--- src/aes_prf_pkg.sv ---
// ----------------------------------------------------------------------------
// aes_prf_pkg: shared types, constants and AES functions
// Byte k of a 128-bit block sits at bits 8k+7:8k, round key word j at 32j.
// ----------------------------------------------------------------------------
`default_nettype none
package aes_prf_pkg;

  localparam int NumRounds = 10;

  typedef enum logic [2:0] {
    MODE_ECB    = 3'd0,
    MODE_DOUBLE = 3'd1,
    MODE_DELTA  = 3'd2,
    MODE_EXPAND = 3'd3,
    MODE_COPY   = 3'd4
  } mode_t;

  typedef enum logic [2:0] {
    REG_KEY0_W0 = 3'd0,
    REG_KEY0_W1 = 3'd1,
    REG_KEY1_W0 = 3'd2,
    REG_KEY1_W1 = 3'd3,
    REG_MODE    = 3'd4,
    REG_REPEAT  = 3'd5
  } reg_idx_t;

  // what the output stage does with a finished job
  typedef enum logic [2:0] {
    OP_ENC  = 3'd0,  // emit E
    OP_ENCX = 3'd1,  // emit E ^ block
    OP_HOLD = 3'd2,  // hold := E, no beat
    OP_MIX  = 3'd3,  // emit hold ^ E, hold := hold ^ E
    OP_MIXX = 3'd4,  // emit hold ^ block
    OP_COPY = 3'd5   // emit block
  } op_t;

  typedef struct packed {
    logic [127:0] st;
    logic [127:0] blk;
    op_t          op;
    logic         ksel;
    logic         last;
    logic         bdone;
  } job_t;

  typedef logic [1:0][127:0] keys_t;

  localparam logic [7:0] RCON [1:10] = '{8'h01, 8'h02, 8'h04, 8'h08, 8'h10,
                                         8'h20, 8'h40, 8'h80, 8'h1B, 8'h36};

  localparam logic [3:0] SHUF [16] = '{4'd1, 4'd2, 4'd3, 4'd4, 4'd5, 4'd6, 4'd0, 4'd8,
                                       4'd9, 4'd10, 4'd11, 4'd12, 4'd13, 4'd14,
                                       4'd15, 4'd7};

  function automatic logic [7:0] gf_mul(input logic [7:0] a_in, input logic [7:0] b_in);
    logic [7:0] a, b, r;
    a = a_in;
    b = b_in;
    r = 8'h00;
    for (int i = 0; i < 8; i++) begin
      if (b[0]) r = r ^ a;
      a = {a[6:0], 1'b0} ^ (a[7] ? 8'h1B : 8'h00);
      b = b >> 1;
    end
    return r;
  endfunction

  // inverse as x^254, then the affine map; folds to a constant table
  function automatic logic [7:0] sbox(input logic [7:0] x);
    logic [7:0] p, r, s;
    p = x;
    r = 8'h01;
    for (int i = 0; i < 7; i++) begin
      p = gf_mul(p, p);
      r = gf_mul(r, p);
    end
    if (x == 8'h00) r = 8'h00;
    s = r;
    for (int i = 0; i < 4; i++) begin
      r = {r[6:0], r[7]};
      s = s ^ r;
    end
    return s ^ 8'h63;
  endfunction

  function automatic logic [127:0] key_step(input logic [127:0] k, input logic [7:0] rc);
    logic [31:0] t, w0, w1, w2, w3;
    t = {k[103:96], k[127:104]};
    t = {sbox(t[31:24]), sbox(t[23:16]), sbox(t[15:8]), sbox(t[7:0])} ^ {24'd0, rc};
    w0 = k[31:0] ^ t;
    w1 = k[63:32] ^ w0;
    w2 = k[95:64] ^ w1;
    w3 = k[127:96] ^ w2;
    return {w3, w2, w1, w0};
  endfunction

  function automatic logic [127:0] aes_round(input logic [127:0] s, input logic final_rnd);
    logic [7:0] t [16];
    logic [127:0] o;
    for (int c = 0; c < 4; c++)
      for (int r = 0; r < 4; r++)
        t[4*c+r] = sbox(s[8*(4*((c+r)%4)+r) +: 8]);
    for (int c = 0; c < 4; c++) begin
      if (final_rnd) begin
        o[32*c +: 32] = {t[4*c+3], t[4*c+2], t[4*c+1], t[4*c]};
      end else begin
        o[32*c +: 8]    = gf_mul(t[4*c], 8'h02) ^ gf_mul(t[4*c+1], 8'h03)
                          ^ t[4*c+2] ^ t[4*c+3];
        o[32*c+8 +: 8]  = t[4*c] ^ gf_mul(t[4*c+1], 8'h02)
                          ^ gf_mul(t[4*c+2], 8'h03) ^ t[4*c+3];
        o[32*c+16 +: 8] = t[4*c] ^ t[4*c+1] ^ gf_mul(t[4*c+2], 8'h02)
                          ^ gf_mul(t[4*c+3], 8'h03);
        o[32*c+24 +: 8] = gf_mul(t[4*c], 8'h03) ^ t[4*c+1] ^ t[4*c+2]
                          ^ gf_mul(t[4*c+3], 8'h02);
      end
    end
    return o;
  endfunction

  function automatic logic [127:0] shuffle(input logic [127:0] b);
    logic [127:0] o;
    for (int i = 0; i < 16; i++) o[8*i +: 8] = b[8*SHUF[i] +: 8];
    return o;
  endfunction

endpackage
`default_nettype wire

--- src/aes_prf_issue.sv ---
// ----------------------------------------------------------------------------
// aes_prf_issue: job sequencer
// Holds the current block and sends one encryption job per beat into the chain.
// ----------------------------------------------------------------------------
`default_nettype none
module aes_prf_issue #(
  parameter int MAX_REPEAT = 64
) (
  input  wire logic                 clk,
  input  wire logic                 rst_n,
  input  wire logic                 adv,
  input  wire logic                 keys_ok,
  input  wire logic [2:0]           mode,
  input  wire logic [6:0]           repeat_count,
  input  wire aes_prf_pkg::keys_t   key_raw,
  input  wire logic                 in_tvalid,
  output logic                      in_tready,
  input  wire logic [127:0]         in_tdata,
  input  wire logic                 in_tlast,
  output logic                      vld_out,
  output aes_prf_pkg::job_t         job_out
);

  logic                 cur_vld_r, cur_vld_nxt;
  logic [127:0]         blk_r, blk_nxt;
  aes_prf_pkg::mode_t   mode_r, mode_nxt;
  logic [6:0]           num_r, num_nxt, idx_r, idx_nxt, cnt;
  logic                 bdone_r, bdone_nxt;
  logic                 is_last, accept, issue;
  aes_prf_pkg::op_t     op;
  logic                 ksel;

  always_comb begin
    cnt = repeat_count;
    if (repeat_count == 7'd0) cnt = 7'd1;
    if (repeat_count > 7'(MAX_REPEAT)) cnt = 7'(MAX_REPEAT);
  end

  assign is_last   = (idx_r == num_r - 7'd1);
  assign in_tready = keys_ok && (!cur_vld_r || (adv && is_last));
  assign accept    = in_tvalid && in_tready;
  assign issue     = cur_vld_r && adv;

  always_comb begin
    op   = aes_prf_pkg::OP_ENC;
    ksel = 1'b0;
    case (mode_r)
      aes_prf_pkg::MODE_DOUBLE: begin
        op   = aes_prf_pkg::OP_ENCX;
        ksel = idx_r[0];
      end
      aes_prf_pkg::MODE_DELTA: begin
        if (idx_r == 7'd0) begin
          op = aes_prf_pkg::OP_HOLD;
        end else if (idx_r == 7'd1) begin
          op   = aes_prf_pkg::OP_MIX;
          ksel = 1'b1;
        end else begin
          op = aes_prf_pkg::OP_MIXX;
        end
      end
      aes_prf_pkg::MODE_EXPAND: op = aes_prf_pkg::OP_ENCX;
      aes_prf_pkg::MODE_COPY:
        op = (idx_r == 7'd0) ? aes_prf_pkg::OP_COPY : aes_prf_pkg::OP_ENCX;
      default: op = aes_prf_pkg::OP_ENC;
    endcase
  end

  always_comb begin
    job_out.st    = blk_r ^ key_raw[ksel];
    job_out.blk   = blk_r;
    job_out.op    = op;
    job_out.ksel  = ksel;
    job_out.last  = is_last;
    job_out.bdone = is_last && bdone_r;
  end
  assign vld_out = cur_vld_r;

  always_comb begin
    cur_vld_nxt = cur_vld_r;
    blk_nxt     = blk_r;
    mode_nxt    = mode_r;
    num_nxt     = num_r;
    idx_nxt     = idx_r;
    bdone_nxt   = bdone_r;
    if (issue) begin
      idx_nxt = idx_r + 7'd1;
      if (op == aes_prf_pkg::OP_ENCX && (mode_r == aes_prf_pkg::MODE_EXPAND ||
                                         mode_r == aes_prf_pkg::MODE_COPY))
        blk_nxt = aes_prf_pkg::shuffle(blk_r);
      if (is_last) cur_vld_nxt = 1'b0;
    end
    if (accept) begin
      cur_vld_nxt = 1'b1;
      blk_nxt     = in_tdata;
      bdone_nxt   = in_tlast;
      idx_nxt     = 7'd0;
      case (mode)
        aes_prf_pkg::MODE_DOUBLE: begin
          mode_nxt = aes_prf_pkg::MODE_DOUBLE;
          num_nxt  = 7'd2;
        end
        aes_prf_pkg::MODE_DELTA: begin
          mode_nxt = aes_prf_pkg::MODE_DELTA;
          num_nxt  = 7'd3;
        end
        aes_prf_pkg::MODE_EXPAND: begin
          mode_nxt = aes_prf_pkg::MODE_EXPAND;
          num_nxt  = cnt;
        end
        aes_prf_pkg::MODE_COPY: begin
          mode_nxt = aes_prf_pkg::MODE_COPY;
          num_nxt  = cnt;
        end
        default: begin
          mode_nxt = aes_prf_pkg::MODE_ECB;
          num_nxt  = 7'd1;
        end
      endcase
    end
  end

  always_ff @(posedge clk) begin
    if (!rst_n) begin
      cur_vld_r <= 1'b0;
    end else begin
      cur_vld_r <= cur_vld_nxt;
    end
  end

  always_ff @(posedge clk) begin
    blk_r   <= blk_nxt;
    mode_r  <= mode_nxt;
    num_r   <= num_nxt;
    idx_r   <= idx_nxt;
    bdone_r <= bdone_nxt;
  end

endmodule
`default_nettype wire

--- config.mk ---
export PLATFORM = sky130hd
export DESIGN_NAME = aes_prf_issue
export DESIGN_NICKNAME = d
export VERILOG_FILES = /design/src/aes_prf_pkg.sv /design/src/aes_prf_issue.sv
export SDC_FILE = /design/constraint.sdc
export NUM_CORES = 1
export LEC_CHECK = 0
export BUFFER_PORTS_ARGS = -buffer_cell sky130_fd_sc_hd__buf_2
export CORE_AREA = 2 2 257 259
export CTS_BUF_LIST = sky130_fd_sc_hd__clkbuf_2 sky130_fd_sc_hd__clkbuf_4 sky130_fd_sc_hd__clkbuf_8
export CTS_CLUSTER_SIZE = 28
export DETAILED_ROUTE_END_ITERATION = 10
export DIE_AREA = 0 0 259 261
export SLEW_MARGIN = 10
export SYNTH_ARGS = -nofsm -noshare
export SYNTH_HDL_FRONTEND = slang
export SYNTH_SLANG_ARGS = --single-unit
--- constraint.sdc ---
create_clock -name clk -period 15.63 [get_ports clk]
set_input_delay 1.563 -clock clk [delete_from_list [all_inputs] [get_ports clk]]
set_output_delay 1.563 -clock clk [all_outputs]
set_load 0.005 [all_outputs]
# == Yosys cells after proc, flatten, opt, wreduce, memory -nomap -nowiden ==
# Cells that the tools add are included.
# op_classes
multipliers,0
order_cmp,2
n_mux,19
add_sub_neg,2
div,0
n_bitwise,1
n_reduce_logical,18
eq_ne,11
n_shift,0
# op_table
cell,count
$mux 128,5
$xor 128x128->128,1
$pmux 7 s3,1
$logic_not 7->1,2
$mux 7,2
$eq 3x2->1 const B,4
$pmux 3 s4,1
$eq 3x1->1 const B,3
$mux 3,3
$pmux 3 s3,1
$add 7x1->7 const B,1
$eq 7x1->1 const B,1
$eq 7x7->1,1
$gt 7x7->1 const B,1
$sub 7x1->7 const B,1
$eq 3x3->1 const B,2
$logic_and 1x1->1,6
$reduce_bool 2->1,3
$mux 1,5
$reduce_and 2->1,2
$reduce_or 2->1,2
$logic_or 1x1->1,2
$lt 1x2->1 const B,1
$pmux 1 s2,1
$logic_not 1->1,1
# word_totals
register_bits,147
input_bits,400
n_memories,0
ram_bits,0
rom_bits,0
latchBits,0
wordCells,59

# == Longest topological paths before layout ==
# Gate-level depths: netlist of run 1.
# logic_depth
word_depth,9
ltp_mapped,10
mapped_depth_nobuf,9

# == Worst setup path after synthesis of run 1 ==
# Ideal clock, no wire load.
# synth_timing
path_kind,input port to flip-flop
from,input port adv
to,"register blk_r[0], enable pin"
path_stages,3
required_ps,14827
setup_time_ps,803
path_buffers,1
path_slack_ps,3642
arrival_time_ps,11185
cell_sequence,buf_2 nand2_1 o31ai_1
# synth_via
elab_chain_len,6
# synth_lines
element,line,source
"start, declared",aes_prf_issue.sv:11,"input wire logic adv,"
$logic_and 1x1->1,aes_prf_issue.sv:40,assign in_tready = keys_ok && (!cur_vld_r || (adv && is_last));
$logic_or 1x1->1,aes_prf_issue.sv:40,
$logic_and 1x1->1,aes_prf_issue.sv:40,
$logic_and 1x1->1,aes_prf_issue.sv:41,assign accept = in_tvalid && in_tready;
$reduce_bool 2->1 (no line),-,
$reduce_and 2->1 (no line) *,-,
"end signal, assigned",aes_prf_issue.sv:132,blk_r <= blk_nxt;
"end, declared",aes_prf_issue.sv:25,"logic [127:0] blk_r, blk_nxt;"
# Every way passes the cells marked *; elsewhere a longest branch is shown, timed or not.
# A chain may end at the register's enable or synchronous reset.

==> results.md, run 1 <==
* Status: completed
* Min-delay worst type: register to register
* Hold_sp: idx_r[6]$_SDFFE_PN0P_
* P_leak at 6.08 nW
* Hold buffers post-CTS at 0
* Drt via density at between 3 and 4
* Synth top area share at 42.8%
* Root buffer cell: clkbuf_8
* Max-slew violations at 0
* Worst r2r dst: blk_r[72]$_DFFE_PP_
* Worst Path Max Fanout at 54
* Total power at 1.10 mW
* Clock latency on the worst-skew pair at 530 ps
* Antenna violations before repair at 9
* P&R area growth vs syn at 45.8%
* Setup ws final at between 10000 and 15000 ps
* Post-synth ARST share at 0%
* Placed instance area at approximately 14000 um^2
* Synth warnings at 0
* Flop2flop setup slack at 11480 ps
* Final period util at 35.2%
* Number of H-tree levels at 4
* Worst-case reg-to-reg path depth at 10
* Die W at 259 um
* Vias at 8199
* Setup Skew at 12.0 ps
* WP data required at ~14000 ps
* Gate Count Post-Synth at 679
* Syn Nets at roughly 1.1k
* Final hold viol count at 0
* Layout cells sized above 1 at between 60% and 70%
* Layout net count at 1740
* Netlist Area Pre-Place at between 9000 and 10000 um^2
* Bufs on Longest Clock Path at 2
* RSZ-0062 raised after global routing: no
* Min-Delay Endpoint: idx_r[6]$_SDFFE_PN0P_
* Critical path class: register to output port
* VDD IR max at 0.0535 mV
* Setup violators final at 0
* Core Area at about 65000 um^2
* Fmax at 182 MHz
* GPL Wtd Cong at 0.870
* First element of the critical path: idx_r[0]$_SDFFE_PN0P_
* Full die area at 67600 um^2
* Synth area leaders: edfxtp_1 (43%), mux2_4 (17%), mux2i_1 (13%), xnor2_1 (12%), buf_12 (2.3%)
* CP Launch Type: register
* Total gr overflow at 0
* Worst rel slew slack at between 30% and 40%
* CTS Buf Count at 17
* Hpwl dp at 33.6 mm
* Max_cap viols at 0
* First-pass GRT wire length at 54.7 mm
* Arr. time, crit path at 3930 ps
* Worst r2r src: num_r[0]$_DFFE_PN_
* Final min period at 5490 ps
* Layout Cells excl Fill at 2218
* DR WL/cell at 18.3 um
* Reg clk slew, reported paths at 90 ps
* Vias in the first global route at 8206
* I/O Buffers at 663
* Sequential area share after synthesis at 44.5%
* Initial Utilization at ~15%
* Clk sinks at around 150
* Largest net degree at the start of global routing at 63
* Post-synth EDFFs at about 140
* Worst slew pin tran at 1010 ps
* # rows at 94
* Dominant synthesized flop cell: edfxtp_1
* Dpl ws at approximately 11000 ps
* Die Span Y at 261 um
* FF+latch count, synth at 147
* # Post-CTS Setup Buffers at 0
* Synth cell types at 48
* First-pass iteration count of the detailed router at 5
* Filler Cell Count at 7024
* Final setup TNS at 0 ps
* PwrDens at 77.3 nW/um^2
* Post-CTS sizing at 0
* Cells after DPL at approximately 2.2k
* Residual DRC count at 0
* Post-Route WL at 40.7 mm
* Hold path cells at 2
* CTS tree: yes
* Total global-route track usage at 11.3%
* Final instance area at 14200 um^2
* Routed Antenna Nets at 0
* Synth area leader: edfxtp_1
* Setup crit end kind: output port
* I/O pin total at 664
* Syn_area_per_cell at between 10 and 15 um^2
* Initial drt markers at 413
[registers in the layout, summed over array words and instances, names as in the netlist]
| signal | cells |
|---|---|
| bdone_r | 1 |
| vld_out | 1 |
| mode_r | 3 |
| idx_r | 7 |
| num_r | 7 |
| blk_r | 128 |
[cell families after synthesis]
group           Yosys count  share of synthesized area [%]
flops                   147                           44.5
fa+ha+maj                 4                          0.513
compound gates           28                           2.23
buf+inv                  41                           4.61
mux                     256                           32.1
xor+xnor                141                           12.7
simple gates             62                           3.34
[Yosys cell counts, drive strengths merged, types with 3 or more instances]
cell and count:
buf 31, and2 8, mux2i 128, nor3 3, xor2 7, a31oi 3, edfxtp 139, mux2 128
dfxtp 8, nand2 9, nor2b 4, nor2 19, a21oi 8, xnor2 134, inv 8, ha 4
nand4 5, o21ai 5
[worst max-delay path, stage by stage, from the launching register on]
cell and delay, ps:
dfxtp_1 510, inv_1 80, ha_1 230, nor4_1 380
nand2b_1 150, a21oi_4 180, buf_4 360, buf_4 740
mux2i_1 320, xnor2_1 150, buf_2 130
[power breakdown]
part	switching [mW]	internal, mW	total [mW]
Sequential	0.0332	0.462	0.495
Clock	0.174	0.145	0.319
Combinational	0.124	0.161	0.285
Total	0.331	0.768	1.10
[worst max path at each step]
stage | cells after the start | slack, ps | end
after global placement | 10 | 10810 | job_out[227]
after CTS | 10 | 10080 | job_out[207]
after floorplan | 3 | 3640 | blk_r[0]$_DFFE_PP_
final | 10 | 10140 | job_out[207]
after global routing | 10 | 9750 | job_out[227]
after detailed placement | 10 | 10750 | job_out[207]
[cell type report]
| cell class | count | area [um^2] | share of cell area, % |
|---|---|---|---|
| Sequential cell | 147 | 4330 | 30.5 |
| Inverter | 8 | 30.0 | 0.211 |
| Clock buffer | 18 | 241 | 1.70 |
| Antenna cell | 5 | 12.5 | 0.0880 |
| Clock inverter | 14 | 151 | 1.06 |
| Tap cell | 864 | 1080 | 7.60 |
| Multi-Input combinational cell | 491 | 4990 | 35.1 |
| Timing Repair Buffer | 671 | 3380 | 23.8 |
[stage by stage]
step	util (%)	hold WS [ps]
after floorplan	-	525
after global placement	21.2	573
after detailed placement	21.2	575
after CTS	21.8	603
after global routing	21.8	634
final	21.9	609
[placed cells by master, fill, tap and decap left out, types with 3 or more instances in the layout]
master,instances
inv_6,6
o21ai_0,4
nor2b_1,4
xnor2_1,133
buf_2,663
ha_1,4
nand4_1,5
a21oi_1,6
mux2_4,109
buf_4,8
diode_2,5
dfxtp_1,8
nand2_1,9
clkbuf_8,17
nor3_1,3
nor2_1,19
xor2_1,7
inv_1,8
and2_1,8
mux2i_1,128
clkinvlp_4,4
edfxtp_1,139
mux2_2,19
[routing by layer]
layer,vias up,part of all wire (%),track usage [%]
li1,3820,-,-
met1,3938,43,14.3
met2,407,46,18.0
met3,34,8.6,3.94
met4,0,2.0,4.08
met5,-,0,0
(Power assumes the default switching activity.)
==> inputs of run 2 (changes only) <==
==> constraint.sdc (replaced) <==
create_clock -name clk -period 4.4 [get_ports clk]
set_input_delay 0.44 -clock clk [delete_from_list [all_inputs] [get_ports clk]]
set_output_delay 0.44 -clock clk [all_outputs]
set_load 0.005 [all_outputs]
==> results.md, run 2 (synthesis results as in run 1) <==
* Max-slew violations at 0
* Clk sinks at 147
* Worst r2r dst: blk_r[127]$_DFFE_PP_
* Top reg by flops: blk_r
* Vias in the first global route at 8216
* Post-Route WL at 41.4 mm
* Final period util at 89.5%
* Final hold viol count at 0
* Total gr overflow at 0
* Reg clk slew, reported paths at about 100 ps
* Die Span Y at 261 um
* Worst-case reg-to-reg path depth at 9
* RSZ-0062 raised after global routing: no
* Hold path cells at 3
* Bufs on Longest Clock Path at 2
* Layout cells sized above 1 at between 60 and 70%
* Hpwl dp at 33.8 mm
* Routed wl met3 at around 3.5 mm
* Max reg flops at 128
* GPL Wtd Cong at 0.937
* First-pass iteration count of the detailed router at 5
* Met1 WL at approximately 18 mm
* Most frequent cells in the layout: buf_2 (663), edfxtp_1 (139), xnor2_1 (133), mux2i_1 (128), mux2_4 (109)
* Status: completed
* # Post-CTS Setup Buffers at 0
* Filler Cell Count at between 6k and 7k
* Number of H-tree levels at 4
* Antenna violations before repair at 4
* WP data required at 3960 ps
* Layout net count at 1739
* Drt via density at approximately 3.8
* Final core occ at between 20% and 30%
* Worst rel slew slack at 56.2%
* Total power at 4.04 mW
* First-pass GRT wire length at 55.3 mm
* Max_cap viols at 0
* Setup Skew at ~16 ps
* DR WL/cell at 18.7 um
* Most common cell after layout, fill and taps aside: buf_2
* Worst Path Max Fanout at 59
* Initial drt markers at 550
* Routed Antenna Nets at 0
* Hold_sp: rst_n
* Full die area at 67600 um^2
* Flop2flop setup slack at 1190 ps
* Core Area at approximately 65000 um^2
* Total global-route track usage at 11.5%
* I/O pin total at 664
* Min-delay worst type: primary input to register
* Initial Utilization at 15.0%
* Largest net degree at the start of global routing at 71
* P_leak at 6.12 nW
* Vias at 8312
* Worst slew pin tran at 657 ps
* Setup crit end kind: output port
* Fmax at 254 MHz
* Final min period at ~3900 ps
* Uppermost routed layer: met4
* P&R area growth vs syn at 47.1%
* CP Launch Type: register
* Reg area at 4340 um^2
* VDD IR max at 0.193 mV
* Residual DRC count at 0
* Multi-input gate area at 5000 um^2
* PwrDens at 282 nW/um^2
* Largest regs: blk_r (128), idx_r (7), num_r (7)
* CTS tree: yes
* CTS Buf Count at 17
* Arr. time, crit path at approximately 3500 ps
* Root buffer cell: clkbuf_8
* DR WL met2 at 19.2 mm
* I/O Buffers at around 660
* # rows at 94
* Critical path class: register to output port
* Die W at around 260 um
* Min-Delay Endpoint: vld_out$_SDFFE_PN0P_
* Worst r2r src: num_r[0]$_DFFE_PN_
* Setup violators final at 0
* Clock latency on the worst-skew pair at roughly 540 ps
[run 2: how the worst max path moves through the flow]
stage                     startpoint            endpoint  slack (ps)  cells past startpoint
2_1_floorplan  idx_r[4]$_SDFFE_PN0P_  blk_r[0]$_DFFE_PP_        -310                      6
3_3_place_gp   idx_r[0]$_SDFFE_PN0P_        job_out[196]        1170                      9
3_5_place_dp   idx_r[0]$_SDFFE_PN0P_        job_out[196]        1160                      9
4_1_cts        idx_r[0]$_SDFFE_PN0P_        job_out[196]         490                      9
5_1_grt        idx_r[0]$_SDFFE_PN0P_        job_out[196]         250                      9
6_report       idx_r[0]$_SDFFE_PN0P_        job_out[196]         460                      9
[run 2: worst max-delay path: stages (launching register included)]
cell and delay [ps]:
dfxtp_1 520, inv_1 90, ha_1 240, nor4_1 370, nand2b_1 150, a21oi_4 210
buf_12 300, mux2i_1 600, xnor2_1 180, buf_2 130
[run 2: area by class of cell]
cell class | count | area share (%)
Tap cell | 864 | 7.54
Multi-Input combinational cell | 491 | 34.9
Timing Repair Buffer | 670 | 24.0
Clock buffer | 18 | 1.68
Sequential cell | 147 | 30.2
Inverter | 8 | 0.209
Antenna cell | 1 | 0.0174
Clock inverter | 14 | 1.40
[run 2: through the flow]
step                      hold WS (ps)  instances  setup TNS [ps]  instance area, um^2  worst slack [ps]
after global placement             537       2179               0                13900              1170
final                              158       2213               0                14300               462
after global routing               102       2212               0                14300               246
after floorplan                    511        679          -39170                 9790              -306
after CTS                         48.2       2212               0                14300               493
after detailed placement           547       2179               0                13900              1160
[run 2: per-layer routing]
layer / track usage (%) / up-vias
met5: 0 / -
met4: 3.53 / 0
met3: 3.77 / 28
met2: 17.9 / 445
met1: 15.0 / 4036
li1: - / 3803
[run 2: power breakdown]
part	switching, mW	internal (mW)	leakage (nW)
Sequential	0.124	1.64	1.37
Combinational	0.444	0.578	4.54
Clock	0.626	0.632	0.218
[run 2: repair_timing]
item / in CTS / in global routing
setup endpoints to repair: 0 / 0
gates resized for setup: 0 / 0
hold buffers: 1 / 0
hold endpoints to repair: 1 / 0
==> inputs of run 3 (changes only) <==
--- a/config.mk
+++ b/config.mk
@@ -11,6 +11,7 @@
 export CTS_CLUSTER_SIZE = 28
 export DETAILED_ROUTE_END_ITERATION = 10
 export DIE_AREA = 0 0 259 261
+export PLACE_DENSITY = 0.48
 export SLEW_MARGIN = 10
 export SYNTH_ARGS = -nofsm -noshare
 export SYNTH_HDL_FRONTEND = slang
==> results.md, run 3 (synthesis results as in run 1) <==
* Status: completed
* Largest net degree at the start of global routing at 73
* GR Layer Usage met3 at between 3 and 4%
* Most common cell after layout, fill and taps aside: buf_2
* Root buffer cell: clkbuf_8
* CTS tree: yes
* Number of H-tree levels at 4
* Bufs on Longest Clock Path at 2
* First-pass GRT wire length at 53.8 mm
* PwrDens at 267 nW/um^2
* Max reg flops at 128
* M1 GR Usage at 14.4%
* Setup Skew at approximately 13 ps
* RSZ-0062 raised after global routing: no
* Placed instance area at about 14000 um^2
* Clock latency on the worst-skew pair at 530 ps
* Total gr overflow at 0
* Layout cells sized above 1 at roughly 63%
* Arr. time, crit path at 3530 ps
* Vias in the first global route at 7863
* Drt via density at ~3.7
* Die W at 259 um
* Most frequent cells in the layout: buf_2 (663), edfxtp_1 (139), xnor2_1 (133), mux2i_1 (126), mux2_4 (109)
* DR WL/cell at 18.2 um
* Max_cap viols at 0
* Worst slew pin tran at 862 ps
* Worst Path Max Fanout at approximately 70
* Met2 Use GR at 18.1%
* Setup violators final at 0
* Die Span Y at approximately 260 um
* Worst r2r src: num_r[0]$_DFFE_PN_
* Max-slew violations at 0
* Total global-route track usage at between 10 and 15%
* Initial drt markers at between 500 and 600
* Filler Cell Count at 7045
* Vias at 8107
* Most used routing layer: met2
* Clk sinks at 147
* Final min period at around 4000 ps
* P&R area growth vs syn at 46.5%
* I/O Buffers at around 660
* Min-Delay Endpoint: vld_out$_SDFFE_PN0P_
* Residual DRC count at 0
* Flop2flop setup slack at 830 ps
* Min-delay worst type: primary input to register
* Layout Cells excl Fill at 2218
* Fmax at 252 MHz
* First-pass iteration count of the detailed router at 5
* CP Launch Type: register
* Worst rel slew slack at between 40% and 50%
* I/O pin total at between 600 and 700
* P_leak at 6.09 nW
* Routed Antenna Nets at 0
* Hpwl dp at 33.2 mm
* Setup crit end kind: output port
* Hold slack at between 100 and 150 ps
* GPL Wtd Cong at 0.848
* Worst-case reg-to-reg path depth at 9
* Initial Utilization at 15.0%
* Largest regs: blk_r (128), idx_r (7), num_r (7)
* Final core occ at 22.0%
* Final instance area at 14300 um^2
* Total power at 3.82 mW
* # Post-CTS Setup Buffers at 0
* Hold path cells at 3
* Cells after DPL at ~2.2k
* Reg clk slew, reported paths at about 80 ps
* Reg area at 4340 um^2
* Final period util at 90.2%
* CTS Buf Count at 17
* Antenna violations before repair at 7
* # rows at 94
* Core Area at around 65000 um^2
* Top reg by flops: blk_r
* Critical path class: register to output port
* VDD IR max at approximately 0.15 mV
* WP data required at 3960 ps
* Post-Route WL at 40.3 mm
* Full die area at 67600 um^2
* Layout net count at approximately 1.7k
* Multi-input gate area at about 5000 um^2
* Final hold viol count at 0
* Worst r2r dst: blk_r[60]$_DFFE_PP_
* Hold_sp: rst_n
==> run 3: changes by cell type in the layout (fill, tap and decap cells not counted), sizes merged <==
cell and change:
clkinv +5, inv -4, clkinvlp +2, buf +3
diode +2, bufinv -3
==> run 3: layout make-up <==
type                       count  area share [%]
clock buffer                  18            1.69
clock inverter                14           0.806
sequential                   147            30.4
inverter                       8           0.210
tap                          864            7.57
multi-input combinational    491            35.1
timing repair buffer         673            24.2
antenna                        3          0.0526
==> run 3: timing repair <==
item,CTS,global route
hold buffers,1,0
endpoints found under the setup margin,1,1
endpoints found under the hold margin,1,0
pin swaps,0,0
resized for setup,1,1
==> run 3: layer usage <==
metal  up-vias  routed length, um
li1       3816                  -
met1      3901              17300
met2       355              19500
met3        33               2920
met4         2                523
met5         -                 11
==> run 3: worst max-delay path by stage <==
stage	start	to	slack, ps	depth (start not counted)
6_report	idx_r[0]$_SDFFE_PN0P_	job_out[138]	430	9
5_1_grt	idx_r[0]$_SDFFE_PN0P_	job_out[138]	30	9
4_1_cts	idx_r[0]$_SDFFE_PN0P_	job_out[139]	6	9
3_5_place_dp	idx_r[0]$_SDFFE_PN0P_	job_out[138]	600	9
3_3_place_gp	idx_r[0]$_SDFFE_PN0P_	job_out[138]	640	9
2_1_floorplan	idx_r[4]$_SDFFE_PN0P_	blk_r[0]$_DFFE_PP_	-310	6
==> run 3: stage by stage <==
| stage | setup TNS, ps | setup slack (ps) |
|---|---|---|
| 6_report | 0 | 431 |
| 4_1_cts | 0 | 6.42 |
| 2_1_floorplan | -39170 | -306 |
| 5_1_grt | 0 | 30.4 |
| 3_5_place_dp | 0 | 599 |
| 3_3_place_gp | 0 | 644 |
==> run 3: critical path, stage by stage (launching register included) <==
cell      delay, ps
dfxtp_1         540
inv_1            80
ha_1            240
nor4_1          400
nand2b_1        150
a21oi_4         210
buf_12          330
mux2i_2         680
xnor2_1         190
buf_2           160
==> run 3: report_power, final <==
| part | internal (mW) | switching [mW] | leakage (nW) |
|---|---|---|---|
| sequential | 1.64 | 0.125 | 1.37 |
| combinational | 0.579 | 0.430 | 4.55 |
| clock | 0.446 | 0.600 | 0.175 |
